$ cat src/sv/eis_pkg.sv
// Shared types, constants and the operation schedule for the epipolar inlier scorer.
// No dependencies; every other file imports this package.
package eis_pkg;

  localparam int unsigned MAX_PAIRS  = 4096;
  localparam int unsigned CNT_W      = 13;
  localparam int unsigned COORD_W    = 24;
  localparam int unsigned OPND_W     = 31;
  localparam int unsigned PROD_W     = 62;
  localparam int unsigned ACC_W      = 74;
  localparam int unsigned FVEC_W     = 30;
  localparam int unsigned EMAG_W     = 36;
  localparam int unsigned DEN_W      = 61;
  localparam int unsigned SQ_W       = 72;
  localparam int unsigned ERR_W      = 32;
  localparam int unsigned NUM_OPS    = 25;
  localparam int unsigned OPCNT_W    = 5;
  localparam int unsigned IN_DATA_W  = 176;
  localparam int unsigned OUT_DATA_W = 48;

  // Item kinds on tuser
  localparam logic OP_LOAD = 1'b0;
  localparam logic OP_EVAL = 1'b1;

  // Configuration register indexes
  localparam logic REG_SAMPSON_EN = 1'b0;
  localparam logic REG_THRESHOLD  = 1'b1;

  // Operand sources of the shared multiplier
  localparam logic [4:0] SRC_E0  = 5'd0;   // E entries 0..8
  localparam logic [4:0] SRC_P1  = 5'd9;   // p1 x,y,z
  localparam logic [4:0] SRC_P2  = 5'd12;  // p2 x,y,z
  localparam logic [4:0] SRC_F1  = 5'd15;  // E*p1 components 0..2
  localparam logic [4:0] SRC_F2  = 5'd18;  // E'*p2 components 0..1
  localparam logic [4:0] SRC_MHI = 5'd20;  // upper 18 bits of |e|
  localparam logic [4:0] SRC_MLO = 5'd21;  // lower 18 bits of |e|

  // Product alignment codes
  localparam logic [1:0] SH_0  = 2'd0;
  localparam logic [1:0] SH_19 = 2'd1;
  localparam logic [1:0] SH_36 = 2'd2;

  // Destinations of a finished sum
  localparam logic [2:0] DST_NONE = 3'd0;
  localparam logic [2:0] DST_F1   = 3'd1;
  localparam logic [2:0] DST_F2   = 3'd2;
  localparam logic [2:0] DST_EPI  = 3'd3;
  localparam logic [2:0] DST_DEN  = 3'd4;
  localparam logic [2:0] DST_SQ   = 3'd5;

  typedef struct packed {
    logic [4:0] a_sel;
    logic [4:0] b_sel;
    logic [1:0] sh;
    logic       first;
    logic       last;
    logic [2:0] dst;
    logic [1:0] idx;
  } op_t;

  typedef struct packed {
    logic       mul_en;
    logic       acc_en;
    logic       clr;
    logic [1:0] sh;
  } mac_ctrl_t;

  function automatic op_t mk_op(logic [4:0] a, logic [4:0] b, logic [1:0] sh,
                                logic first, logic last, logic [2:0] dst,
                                logic [1:0] idx);
    op_t o;
    o.a_sel = a;
    o.b_sel = b;
    o.sh    = sh;
    o.first = first;
    o.last  = last;
    o.dst   = dst;
    o.idx   = idx;
    return o;
  endfunction

  // Schedule: E*p1, E'*p2 (first two rows), p2.f1, squared norms, |e|^2.
  function automatic op_t op_decode(logic [OPCNT_W-1:0] k);
    op_t o;
    case (k)
      5'd0:  o = mk_op(SRC_E0+5'd0, SRC_P1+5'd0, SH_0, 1'b1, 1'b0, DST_NONE, 2'd0);
      5'd1:  o = mk_op(SRC_E0+5'd1, SRC_P1+5'd1, SH_0, 1'b0, 1'b0, DST_NONE, 2'd0);
      5'd2:  o = mk_op(SRC_E0+5'd2, SRC_P1+5'd2, SH_0, 1'b0, 1'b1, DST_F1, 2'd0);
      5'd3:  o = mk_op(SRC_E0+5'd3, SRC_P1+5'd0, SH_0, 1'b1, 1'b0, DST_NONE, 2'd1);
      5'd4:  o = mk_op(SRC_E0+5'd4, SRC_P1+5'd1, SH_0, 1'b0, 1'b0, DST_NONE, 2'd1);
      5'd5:  o = mk_op(SRC_E0+5'd5, SRC_P1+5'd2, SH_0, 1'b0, 1'b1, DST_F1, 2'd1);
      5'd6:  o = mk_op(SRC_E0+5'd6, SRC_P1+5'd0, SH_0, 1'b1, 1'b0, DST_NONE, 2'd2);
      5'd7:  o = mk_op(SRC_E0+5'd7, SRC_P1+5'd1, SH_0, 1'b0, 1'b0, DST_NONE, 2'd2);
      5'd8:  o = mk_op(SRC_E0+5'd8, SRC_P1+5'd2, SH_0, 1'b0, 1'b1, DST_F1, 2'd2);
      5'd9:  o = mk_op(SRC_E0+5'd0, SRC_P2+5'd0, SH_0, 1'b1, 1'b0, DST_NONE, 2'd0);
      5'd10: o = mk_op(SRC_E0+5'd3, SRC_P2+5'd1, SH_0, 1'b0, 1'b0, DST_NONE, 2'd0);
      5'd11: o = mk_op(SRC_E0+5'd6, SRC_P2+5'd2, SH_0, 1'b0, 1'b1, DST_F2, 2'd0);
      5'd12: o = mk_op(SRC_E0+5'd1, SRC_P2+5'd0, SH_0, 1'b1, 1'b0, DST_NONE, 2'd1);
      5'd13: o = mk_op(SRC_E0+5'd4, SRC_P2+5'd1, SH_0, 1'b0, 1'b0, DST_NONE, 2'd1);
      5'd14: o = mk_op(SRC_E0+5'd7, SRC_P2+5'd2, SH_0, 1'b0, 1'b1, DST_F2, 2'd1);
      5'd15: o = mk_op(SRC_P2+5'd0, SRC_F1+5'd0, SH_0, 1'b1, 1'b0, DST_NONE, 2'd0);
      5'd16: o = mk_op(SRC_P2+5'd1, SRC_F1+5'd1, SH_0, 1'b0, 1'b0, DST_NONE, 2'd0);
      5'd17: o = mk_op(SRC_P2+5'd2, SRC_F1+5'd2, SH_0, 1'b0, 1'b1, DST_EPI, 2'd0);
      5'd18: o = mk_op(SRC_F1+5'd0, SRC_F1+5'd0, SH_0, 1'b1, 1'b0, DST_NONE, 2'd0);
      5'd19: o = mk_op(SRC_F1+5'd1, SRC_F1+5'd1, SH_0, 1'b0, 1'b0, DST_NONE, 2'd0);
      5'd20: o = mk_op(SRC_F2+5'd0, SRC_F2+5'd0, SH_0, 1'b0, 1'b0, DST_NONE, 2'd0);
      5'd21: o = mk_op(SRC_F2+5'd1, SRC_F2+5'd1, SH_0, 1'b0, 1'b1, DST_DEN, 2'd0);
      5'd22: o = mk_op(SRC_MHI, SRC_MHI, SH_36, 1'b1, 1'b0, DST_NONE, 2'd0);
      5'd23: o = mk_op(SRC_MHI, SRC_MLO, SH_19, 1'b0, 1'b0, DST_NONE, 2'd0);
      5'd24: o = mk_op(SRC_MLO, SRC_MLO, SH_0, 1'b0, 1'b1, DST_SQ, 2'd0);
      default: o = mk_op(SRC_E0, SRC_E0, SH_0, 1'b1, 1'b1, DST_NONE, 2'd0);
    endcase
    return o;
  endfunction

endpackage

$ cat src/sv/epipolar_inlier_scorer.sv
// Top level of the epipolar inlier scorer: sequencer, matrix and point registers,
// result register. Depends on eis_pkg, eis_mac and eis_div.
//
// Scores point pairs against a 3x3 essential matrix E held in registers. A load
// item (tuser = 0) writes one entry of E (index below 9) and clears the inlier
// count; it gives no result. An evaluate item (tuser = 1) gives one result item:
// the Sampson error (p2'Ep1)^2 / (|Ep1|_xy^2 + |E'p2|_xy^2) or the algebraic error
// |p2'Ep1|, unsigned Q12.20 saturated at all ones, an inlier flag (error strictly
// below the threshold, never set for a zero Sampson denominator) and the running
// inlier count, which saturates at 4096 and is kept until the next load item.
// All multiplications go through one shared 31x31 multiply-accumulate unit: 25
// products, each in a multiply state and an accumulate state, then a divider
// start state, a wait on a 32-step restoring divider and a state to post the
// result. An evaluate item keeps s_axis_tready_o low until its result is posted,
// so no new item is taken before the last one is through. The divider finishes
// at once when the quotient overflows or the denominator is zero. The post state
// stretches while the output register still holds an unaccepted result. A
// finished result waits in the output register while the next item is taken.
// Configuration is written through cfg_* (index 0: Sampson mode enable, reset 1;
// index 1: inlier_threshold, reset 0) and is always ready.
module epipolar_inlier_scorer import eis_pkg::*; (
  input  logic                  clk_i,
  input  logic                  rst_ni,
  // entry_index[3:0], entry_value[27:4], p1_x[51:28], p1_y[75:52], p1_z[99:76],
  // p2_x[123:100], p2_y[147:124], p2_z[171:148], zero fill above
  input  logic [IN_DATA_W-1:0]  s_axis_tdata_i,
  input  logic                  s_axis_tuser_i,   // op
  input  logic                  s_axis_tlast_i,   // last_pair
  input  logic                  s_axis_tvalid_i,
  output logic                  s_axis_tready_o,
  // error_value[31:0], is_inlier[32], inlier_count[45:33], zero fill above
  output logic [OUT_DATA_W-1:0] m_axis_tdata_o,
  output logic                  m_axis_tlast_o,   // set_done
  output logic                  m_axis_tvalid_o,
  input  logic                  m_axis_tready_i,
  input  logic                  cfg_valid_i,
  output logic                  cfg_ready_o,
  input  logic                  cfg_index_i,
  input  logic [ERR_W-1:0]      cfg_data_i
);

  typedef enum logic [2:0] {
    S_IDLE, S_MUL, S_ACC, S_DIV, S_DWAIT, S_EMIT
  } state_e;

  state_e state_q;

  logic signed [COORD_W-1:0] e_q  [9];
  logic signed [COORD_W-1:0] p1_q [3];
  logic signed [COORD_W-1:0] p2_q [3];
  logic signed [FVEC_W-1:0]  f1_q [3];
  logic signed [FVEC_W-1:0]  f2_q [2];
  logic [EMAG_W-1:0]         emag_q;
  logic [DEN_W-1:0]          den_q;
  logic [SQ_W-1:0]           sq_q;
  logic [OPCNT_W-1:0]        k_q;
  logic                      last_q;
  logic [CNT_W-1:0]          cnt_q;
  logic                      sampson_en_q;
  logic [ERR_W-1:0]          thr_q;

  logic                      m_valid_q;
  logic [OUT_DATA_W-1:0]     m_data_q;
  logic                      m_last_q;

  op_t                       op;
  mac_ctrl_t                 mac_ctrl;
  logic signed [OPND_W-1:0]  opa;
  logic signed [OPND_W-1:0]  opb;
  logic signed [ACC_W-1:0]   sum;
  logic signed [EMAG_W-1:0]  epi;
  logic                      div_start;
  logic                      div_done;
  logic                      div_sat;
  logic [ERR_W-1:0]          div_quo;
  logic                      in_acc;
  logic                      out_free;
  logic [ERR_W-1:0]          err;
  logic                      inlier;
  logic [CNT_W-1:0]          cnt_next;
  logic [3:0]                ld_idx;

  // Pick one multiplier operand by source code.
  function automatic logic signed [OPND_W-1:0] pick(
    logic [4:0] sel,
    logic signed [COORD_W-1:0] e [9],
    logic signed [COORD_W-1:0] p1 [3],
    logic signed [COORD_W-1:0] p2 [3],
    logic signed [FVEC_W-1:0]  f1 [3],
    logic signed [FVEC_W-1:0]  f2 [2],
    logic [EMAG_W-1:0]         em
  );
    logic signed [OPND_W-1:0] v;
    case (sel)
      SRC_E0+5'd0: v = OPND_W'(e[0]);
      SRC_E0+5'd1: v = OPND_W'(e[1]);
      SRC_E0+5'd2: v = OPND_W'(e[2]);
      SRC_E0+5'd3: v = OPND_W'(e[3]);
      SRC_E0+5'd4: v = OPND_W'(e[4]);
      SRC_E0+5'd5: v = OPND_W'(e[5]);
      SRC_E0+5'd6: v = OPND_W'(e[6]);
      SRC_E0+5'd7: v = OPND_W'(e[7]);
      SRC_E0+5'd8: v = OPND_W'(e[8]);
      SRC_P1+5'd0: v = OPND_W'(p1[0]);
      SRC_P1+5'd1: v = OPND_W'(p1[1]);
      SRC_P1+5'd2: v = OPND_W'(p1[2]);
      SRC_P2+5'd0: v = OPND_W'(p2[0]);
      SRC_P2+5'd1: v = OPND_W'(p2[1]);
      SRC_P2+5'd2: v = OPND_W'(p2[2]);
      SRC_F1+5'd0: v = OPND_W'(f1[0]);
      SRC_F1+5'd1: v = OPND_W'(f1[1]);
      SRC_F1+5'd2: v = OPND_W'(f1[2]);
      SRC_F2+5'd0: v = OPND_W'(f2[0]);
      SRC_F2+5'd1: v = OPND_W'(f2[1]);
      SRC_MHI:     v = signed'(OPND_W'(em[EMAG_W-1:18]));
      SRC_MLO:     v = signed'(OPND_W'(em[17:0]));
      default:     v = '0;
    endcase
    return v;
  endfunction

  assign op = op_decode(k_q);

  always_comb begin
    opa = pick(op.a_sel, e_q, p1_q, p2_q, f1_q, f2_q, emag_q);
    opb = pick(op.b_sel, e_q, p1_q, p2_q, f1_q, f2_q, emag_q);
    mac_ctrl.mul_en = state_q == S_MUL;
    mac_ctrl.acc_en = state_q == S_ACC;
    mac_ctrl.clr    = op.first;
    mac_ctrl.sh     = op.sh;
  end

  eis_mac u_mac (
    .clk_i  (clk_i),
    .rst_ni (rst_ni),
    .ctrl_i (mac_ctrl),
    .a_i    (opa),
    .b_i    (opb),
    .sum_o  (sum)
  );

  assign div_start = state_q == S_DIV;

  // Numerator is |e|^2 * 2^20; split into the part above bit 31 and the rest.
  eis_div u_div (
    .clk_i    (clk_i),
    .rst_ni   (rst_ni),
    .start_i  (div_start),
    .num_hi_i (DEN_W'(sq_q[SQ_W-1:12])),
    .num_lo_i ({sq_q[11:0], 20'd0}),
    .den_i    (den_q),
    .done_o   (div_done),
    .sat_o    (div_sat),
    .quo_o    (div_quo)
  );

  assign s_axis_tready_o = state_q == S_IDLE;
  assign in_acc          = s_axis_tvalid_i && s_axis_tready_o;
  assign out_free        = !m_valid_q || m_axis_tready_i;
  assign cfg_ready_o     = 1'b1;
  assign ld_idx          = s_axis_tdata_i[3:0];
  assign epi             = sum[55:20];   // floor to Q.20

  // Final error, inlier decision and updated count.
  always_comb begin
    if (!sampson_en_q) begin
      err = (emag_q[EMAG_W-1:ERR_W] != '0) ? '1 : emag_q[ERR_W-1:0];
    end else if (den_q == '0 || div_sat) begin
      err = '1;
    end else begin
      err = div_quo;
    end
    inlier   = (err < thr_q) && !(sampson_en_q && den_q == '0);
    cnt_next = (inlier && cnt_q < CNT_W'(MAX_PAIRS)) ? cnt_q + 1'b1 : cnt_q;
  end

  always_ff @(posedge clk_i or negedge rst_ni) begin
    if (!rst_ni) begin
      state_q      <= S_IDLE;
      k_q          <= '0;
      cnt_q        <= '0;
      sampson_en_q <= 1'b1;
      thr_q        <= '0;
      m_valid_q    <= 1'b0;
      for (int i = 0; i < 9; i++) begin
        e_q[i] <= '0;
      end
    end else begin
      if (cfg_valid_i) begin
        case (cfg_index_i)
          REG_SAMPSON_EN: sampson_en_q <= cfg_data_i[0];
          REG_THRESHOLD:  thr_q        <= cfg_data_i;
          default:        ;
        endcase
      end
      // post a new result or drop the accepted one
      if (state_q == S_EMIT && out_free) begin
        m_valid_q <= 1'b1;
      end else if (m_axis_tready_i) begin
        m_valid_q <= 1'b0;
      end
      case (state_q)
        S_IDLE: begin
          if (in_acc) begin
            if (s_axis_tuser_i == OP_LOAD) begin
              if (ld_idx < 4'd9) begin
                e_q[ld_idx] <= s_axis_tdata_i[27:4];
              end
              cnt_q <= '0;
            end else begin
              k_q     <= '0;
              state_q <= S_MUL;
            end
          end
        end
        S_MUL: state_q <= S_ACC;
        S_ACC: begin
          if (k_q == OPCNT_W'(NUM_OPS - 1)) begin
            state_q <= S_DIV;
          end else begin
            k_q     <= k_q + 1'b1;
            state_q <= S_MUL;
          end
        end
        S_DIV:   state_q <= S_DWAIT;
        S_DWAIT: if (div_done) state_q <= S_EMIT;
        S_EMIT: begin
          // hold until the output register is free
          if (out_free) begin
            cnt_q   <= cnt_next;
            state_q <= S_IDLE;
          end
        end
        default: state_q <= S_IDLE;
      endcase
    end
  end

  // Payload registers
  always_ff @(posedge clk_i) begin
    if (in_acc && s_axis_tuser_i == OP_EVAL) begin
      p1_q[0] <= s_axis_tdata_i[51:28];
      p1_q[1] <= s_axis_tdata_i[75:52];
      p1_q[2] <= s_axis_tdata_i[99:76];
      p2_q[0] <= s_axis_tdata_i[123:100];
      p2_q[1] <= s_axis_tdata_i[147:124];
      p2_q[2] <= s_axis_tdata_i[171:148];
      last_q  <= s_axis_tlast_i;
    end
    if (state_q == S_ACC && op.last) begin
      case (op.dst)
        DST_F1:  f1_q[op.idx] <= sum[49:20];
        DST_F2:  f2_q[op.idx[0]] <= sum[49:20];
        DST_EPI: emag_q <= epi[EMAG_W-1] ? EMAG_W'(-epi) : EMAG_W'(epi);
        DST_DEN: den_q  <= sum[DEN_W-1:0];
        DST_SQ:  sq_q   <= sum[SQ_W-1:0];
        default: ;
      endcase
    end
    if (state_q == S_EMIT && out_free) begin
      m_data_q <= {2'b00, cnt_next, inlier, err};
      m_last_q <= last_q;
    end
  end

  assign m_axis_tvalid_o = m_valid_q;
  assign m_axis_tdata_o  = m_data_q;
  assign m_axis_tlast_o  = m_last_q;

endmodule

$ cat src/sv/eis_mac.sv
// Shared multiply-accumulate unit: one registered 31x31 signed product, then an
// aligned add into a 74-bit accumulator. Depends on eis_pkg.
module eis_mac import eis_pkg::*; (
  input  logic                     clk_i,
  input  logic                     rst_ni,
  input  mac_ctrl_t                ctrl_i,
  input  logic signed [OPND_W-1:0] a_i,
  input  logic signed [OPND_W-1:0] b_i,
  output logic signed [ACC_W-1:0]  sum_o
);

  logic signed [PROD_W-1:0] mul_q;
  logic signed [ACC_W-1:0]  acc_q;
  logic signed [ACC_W-1:0]  prod_ext;
  logic signed [ACC_W-1:0]  prod_al;

  always_comb begin
    prod_ext = ACC_W'(mul_q);
    case (ctrl_i.sh)
      SH_19:   prod_al = prod_ext <<< 19;
      SH_36:   prod_al = prod_ext <<< 36;
      default: prod_al = prod_ext;
    endcase
    sum_o = (ctrl_i.clr ? '0 : acc_q) + prod_al;
  end

  always_ff @(posedge clk_i or negedge rst_ni) begin
    if (!rst_ni) begin
      mul_q <= '0;
      acc_q <= '0;
    end else begin
      if (ctrl_i.mul_en) begin
        mul_q <= a_i * b_i;
      end
      if (ctrl_i.acc_en) begin
        acc_q <= sum_o;
      end
    end
  end

endmodule

$ cat src/sv/eis_div.sv
// Restoring divider, one quotient bit per cycle, 32-bit saturating quotient.
// Depends on eis_pkg.
module eis_div import eis_pkg::*; (
  input  logic               clk_i,
  input  logic               rst_ni,
  input  logic               start_i,
  input  logic [DEN_W-1:0]   num_hi_i,
  input  logic [ERR_W-1:0]   num_lo_i,
  input  logic [DEN_W-1:0]   den_i,
  output logic               done_o,
  output logic               sat_o,
  output logic [ERR_W-1:0]   quo_o
);

  logic             busy_q;
  logic             done_q;
  logic             sat_q;
  logic [4:0]       cnt_q;
  logic [DEN_W-1:0] rem_q;
  logic [DEN_W-1:0] den_q;
  logic [ERR_W-1:0] num_q;
  logic [ERR_W-1:0] quo_q;
  logic [DEN_W:0]   rem2;
  logic             take;

  always_comb begin
    rem2 = {rem_q, num_q[ERR_W-1]};
    take = rem2 >= {1'b0, den_q};
  end

  always_ff @(posedge clk_i or negedge rst_ni) begin
    if (!rst_ni) begin
      busy_q <= 1'b0;
      done_q <= 1'b0;
      sat_q  <= 1'b0;
      cnt_q  <= '0;
    end else begin
      done_q <= 1'b0;
      if (start_i) begin
        // quotient overflows 32 bits when the high part already reaches den
        sat_q  <= num_hi_i >= den_i;
        busy_q <= num_hi_i < den_i;
        done_q <= num_hi_i >= den_i;
        cnt_q  <= '0;
      end else if (busy_q) begin
        cnt_q <= cnt_q + 5'd1;
        if (cnt_q == 5'd31) begin
          busy_q <= 1'b0;
          done_q <= 1'b1;
        end
      end
    end
  end

  always_ff @(posedge clk_i) begin
    if (start_i) begin
      rem_q <= num_hi_i;
      den_q <= den_i;
      num_q <= num_lo_i;
      quo_q <= '0;
    end else if (busy_q) begin
      rem_q <= take ? DEN_W'(rem2 - {1'b0, den_q}) : DEN_W'(rem2);
      num_q <= {num_q[ERR_W-2:0], 1'b0};
      quo_q <= {quo_q[ERR_W-2:0], take};
    end
  end

  assign done_o = done_q;
  assign sat_o  = sat_q;
  assign quo_o  = quo_q;

endmodule

$ cat config.mk
export PLATFORM = sky130hd
export DESIGN_NAME = epipolar_inlier_scorer
export DESIGN_NICKNAME = d
export VERILOG_FILES = /design/src/sv/eis_pkg.sv /design/src/sv/epipolar_inlier_scorer.sv /design/src/sv/eis_mac.sv /design/src/sv/eis_div.sv
export SDC_FILE = /design/constraint.sdc
export NUM_CORES = 2
export LEC_CHECK = 0
export ABC_AREA = 0
export ABC_CLOCK_PERIOD_IN_PS = 13400
export BUFFER_PORTS_ARGS = -buffer_cell sky130_fd_sc_hd__buf_2
export CAP_MARGIN = 40
export CORE_AREA = 4 4 431 859
export DETAILED_ROUTE_END_ITERATION = 6
export DIE_AREA = 0 0 435 863
export PLACE_DENSITY_LB_ADDON = 0.2
export SLEW_MARGIN = 20
export SYNTH_ARGS = -nofsm -noshare
export SYNTH_HDL_FRONTEND = slang
export SYNTH_SLANG_ARGS = --single-unit
$ cat constraint.sdc
create_clock -name clk_i -period 13.4 [get_ports clk_i]
set_clock_uncertainty 0.1 [all_clocks]
set_input_delay 0.67 -clock clk_i [delete_from_list [all_inputs] [get_ports clk_i]]
set_output_delay 0.67 -clock clk_i [all_outputs]
set_load 0.01 [all_outputs]
==> summary.md <==
| Metric | Value |
|---|---|
| Met1 wire length | approximately 140000 um |
| Max Cap Viol | 0 |
| Netlist cell types | 117 |
| Post-detail-place hpwl | approximately 340000 um |
| Clock buffer count from CTS | ~110 |
| F_max | 0.0786 GHz |
| Buffers on Ports | 260 |
| Post-Syn Area per Cell | 10.2 um^2 |
| Syn-to-layout area delta | 17.1% |
| Worst setup SP type | flop |
| Main synth FF type | edfxtp_1 |
| Overall die width | 435 um |
| Critical Path Fanout Max | 15 |
| Ports | 268 |
| Async SR Flop Fraction | 37.9% |
| WL/cell | ~30 um |
| Pin count of the biggest net entering global routing | 104 |
| Post-CTS Setup Inserts | 0 |
| Worst Hold Class | in -> reg |
| Dpl ws | between 700 and 800 ps |
| CP max-delay cell | fa_1 |
| Drt total wl | 424000 um |
| Vias per cell | 5.13 |
| CP max stage delay | 700 ps |
| Failing checks | design-rule violations |
| Vias in the first global route | 79.0k |
| Highest routing layer actually used | met5 |
| Area of the mapped netlist | 90700 um^2 |
| Max Slew Vio Count | 0 |
| Tightest Pin Transition | 956 ps |
| Top delay family on crit path | adder cells |
| RSZ-0062 raised after global routing | no |
| First-pass GRT wire length | 590000 um |
| Worst skew pair latency | 850 ps |
| Met3 routed WL | 22400 um |
| All-Layer GR Usage | 22.1% |
| Crit path arrival time | 13370 ps |
| Rows | 313 |
| CP most frequent cell | fa_1 |
| Ys Warns | 0 |
| Clock Tree Buf Depth | 3 |
| NumNets Final | 11.0k |
| TNS Setup | 0 ps |
| Final ANT Viol Nets | 0 |
| Outcome | finished with violations |
| Initial antenna violation count | 20 |
| Reg clk slew, reported paths | 70 ps |
| Setup slack after layout | 680 ps |
| Iteration-0 DRC count of the detailed router | 6140 |
| Worst path buffer plus inverter count | 11 |
| Die height | 863 um |
| Initial Util | 25.0% |
| DR pass1 iterations | 7 |
| Post-synth EDFFs | 644 |
| H-Tree Depth | 3 |
| Clock root cell | clkbuf_16 |
| DR vias | 72.9k |
| Met2 routed wirelength | roughly 220000 um |
| Mapped Cells | roughly 8.9k |
| Grt total ovfl | 0 |
| Final min period | between 10000 and 15000 ps |
| Layout cells sized above 1 | between 10% and 20% |
| Worst hold margin | between 10 and 15 ps |
| Worst endpoint required time | 14050 ps |
| CTS tree | done |
| Register area share after synthesis | 33.5% |
| Die Area | 375000 um^2 |
| Tcrit/Tclk final | between 90 and 100% |
| Worst setup EP type | flop |
| FF+latch count, synth | 1090 |
| Residual DRC | 1 |
| Clock Sink Count | approximately 1.1k |
| Hold Vio Cnt, Final | 0 |
| Core area | 363000 um^2 |
| Gpl congestion | 0.936 |
| Worst rel slew slack | 36.1% |
| Setup-failing EPs final | 0 |
| Critical path class | reg -> reg |
## cell families (layout without fill, tap and decap cells)
group                    count (synthesis)  count (layout)  share of synthesized area (%)
AND/OR/NAND/NOR                       2541            2541                           12.7
buffers and inverters                 1693            2299                           7.26
AO/OA/AOI/OAI                         1578            1578                           12.5
adder cells (fa/ha/maj)               1420            1420                           27.9
flip-flops                            1090            1090                           33.5
multiplexers                           324             324                           3.98
XOR/XNOR                               218             218                           2.15
other                                    2              14                        0.00828
## placed cells by master, fill, tap and decap left out, types with 28 or more instances in the layout
master / netlist / final
a22o_1: 124 / 124
edfxtp_1: 644 / 644
a22oi_1: 173 / 173
nand4_1: 120 / 120
mux2_2: 272 / 272
nand3_1: 88 / 87
a21o_1: 156 / 156
and3_1: 75 / 71
nor4_1: 36 / 30
nor2b_1: 36 / 35
xnor2_1: 140 / 136
o21ai_0: 250 / 249
mux2i_1: 50 / 50
nor2_4: 0 / 35
nand2b_1: 70 / 69
inv_1: 1224 / 1222
a21oi_1: 266 / 265
dfxtp_1: 33 / 33
and2_1: 163 / 161
o22a_1: 33 / 33
a221oi_1: 118 / 118
dlygate4sd3_1: 0 / 174
buf_2: 100 / 266
nor3_1: 59 / 55
buf_4: 11 / 348
clkbuf_16: 0 / 112
ha_1: 420 / 419
o21bai_1: 29 / 29
o21a_1: 28 / 28
a31oi_1: 97 / 97
nor2_1: 729 / 685
a222oi_1: 45 / 45
xor2_1: 74 / 73
fa_1: 1000 / 1000
nand2_1: 1026 / 1024
or2_2: 39 / 38
dfrtp_1: 412 / 410
o31ai_1: 28 / 28
## cell usage after synthesis, types with 45 or more instances
cell type | instances | area, um^2
and3_1 | 75 | 469
a221oi_1 | 118 | 1030
nor3_1 | 59 | 295
a222oi_1 | 45 | 450
a22o_1 | 124 | 1090
edfxtp_1 | 644 | 19300
nand3_1 | 88 | 440
a21oi_1 | 266 | 1330
nor2_1 | 729 | 2740
xor2_1 | 74 | 648
clkbuf_1 | 319 | 1200
a21o_1 | 156 | 1170
mux2_2 | 272 | 3060
inv_1 | 1224 | 4590
a22oi_1 | 173 | 1300
buf_2 | 100 | 500
nand4_1 | 120 | 751
and2_1 | 163 | 1020
nand2_1 | 1026 | 3850
ha_1 | 420 | 5260
fa_1 | 1000 | 20000
dfrtp_1 | 412 | 10300
a31oi_1 | 97 | 607
xnor2_1 | 140 | 1230
nand2b_1 | 70 | 438
o21ai_0 | 250 | 1250
mux2i_1 | 50 | 500
## routing by layer
layer | GRT usage [%] | up-vias
li1 | - | 31000
met1 | 21.5 | 37600
met2 | 40.8 | 3018
met3 | 3.01 | 1241
met4 | 19.0 | 12
met5 | 0 | -
## worst reg2reg max path: cells and delay by family (launching register included)
family	cells	cell delay, ps
fa+ha+maj	10	4870
buf+inv	11	1630
simple gates	10	3040
compound gates	11	2520
flops	1	540
## metrics by stage
stage	cells	utilization [%]	instance area, um^2
after floorplan	8867	-	90700
after global placement	13800	27.4	99600
after detailed placement	13800	27.7	100000
after CTS	14200	29.2	106000
after global routing	14200	29.2	106000
final	14200	29.3	106000
## final timing paths
kind | from | to | cells after the start | slack (ps)
min in group asynchronous | rst_ni | u_mac.acc_q[69] | 2 | 310
min reg2reg | last_q | m_axis_tlast_o | 0 | 320
max reg2reg | k_q[1] | u_mac.mul_q[61] | 42 | 680
max in group asynchronous | rst_ni | thr_q[22] | 7 | 10500
min | s_axis_tdata_i[29] | p1_q[49] | 1 | 10
max | k_q[1] | u_mac.mul_q[61] | 42 | 680
## repair_timing
item | in CTS | in global routing
endpoints found under the setup margin | 0 | 1
gates resized for setup | 0 | 1
hold buffers | 174 | 0
hold endpoints to repair | 227 | 0
## layout make-up
cell class	instances	area [um^2]
clock inverters	76	773
well taps	4725	5910
multi-input cells	6084	54400
inverters	1230	4620
repair buffers	858	7100
clock buffers	135	2990
diodes	11	27.5
flip-flops and latches	1090	30300
fillers	37600	257000
## flip-flops by register name, indices dropped and copies added (netlist names), 32 cells and up
register	flops
e_q	216
f1_q	90
p1_q	72
p2_q	72
sq_q	72
u_mac.acc_q	72
u_mac.mul_q	62
den_q	61
u_div.den_q	61
u_div.rem_q	61
f2_q	60
m_axis_tdata_o	46
emag_q	36
thr_q	32
u_div.quo_o	32
Power is left out: the tool's default activity adds up to more than one toggle a clock period on the data nets, which glitch-free logic cannot reach.
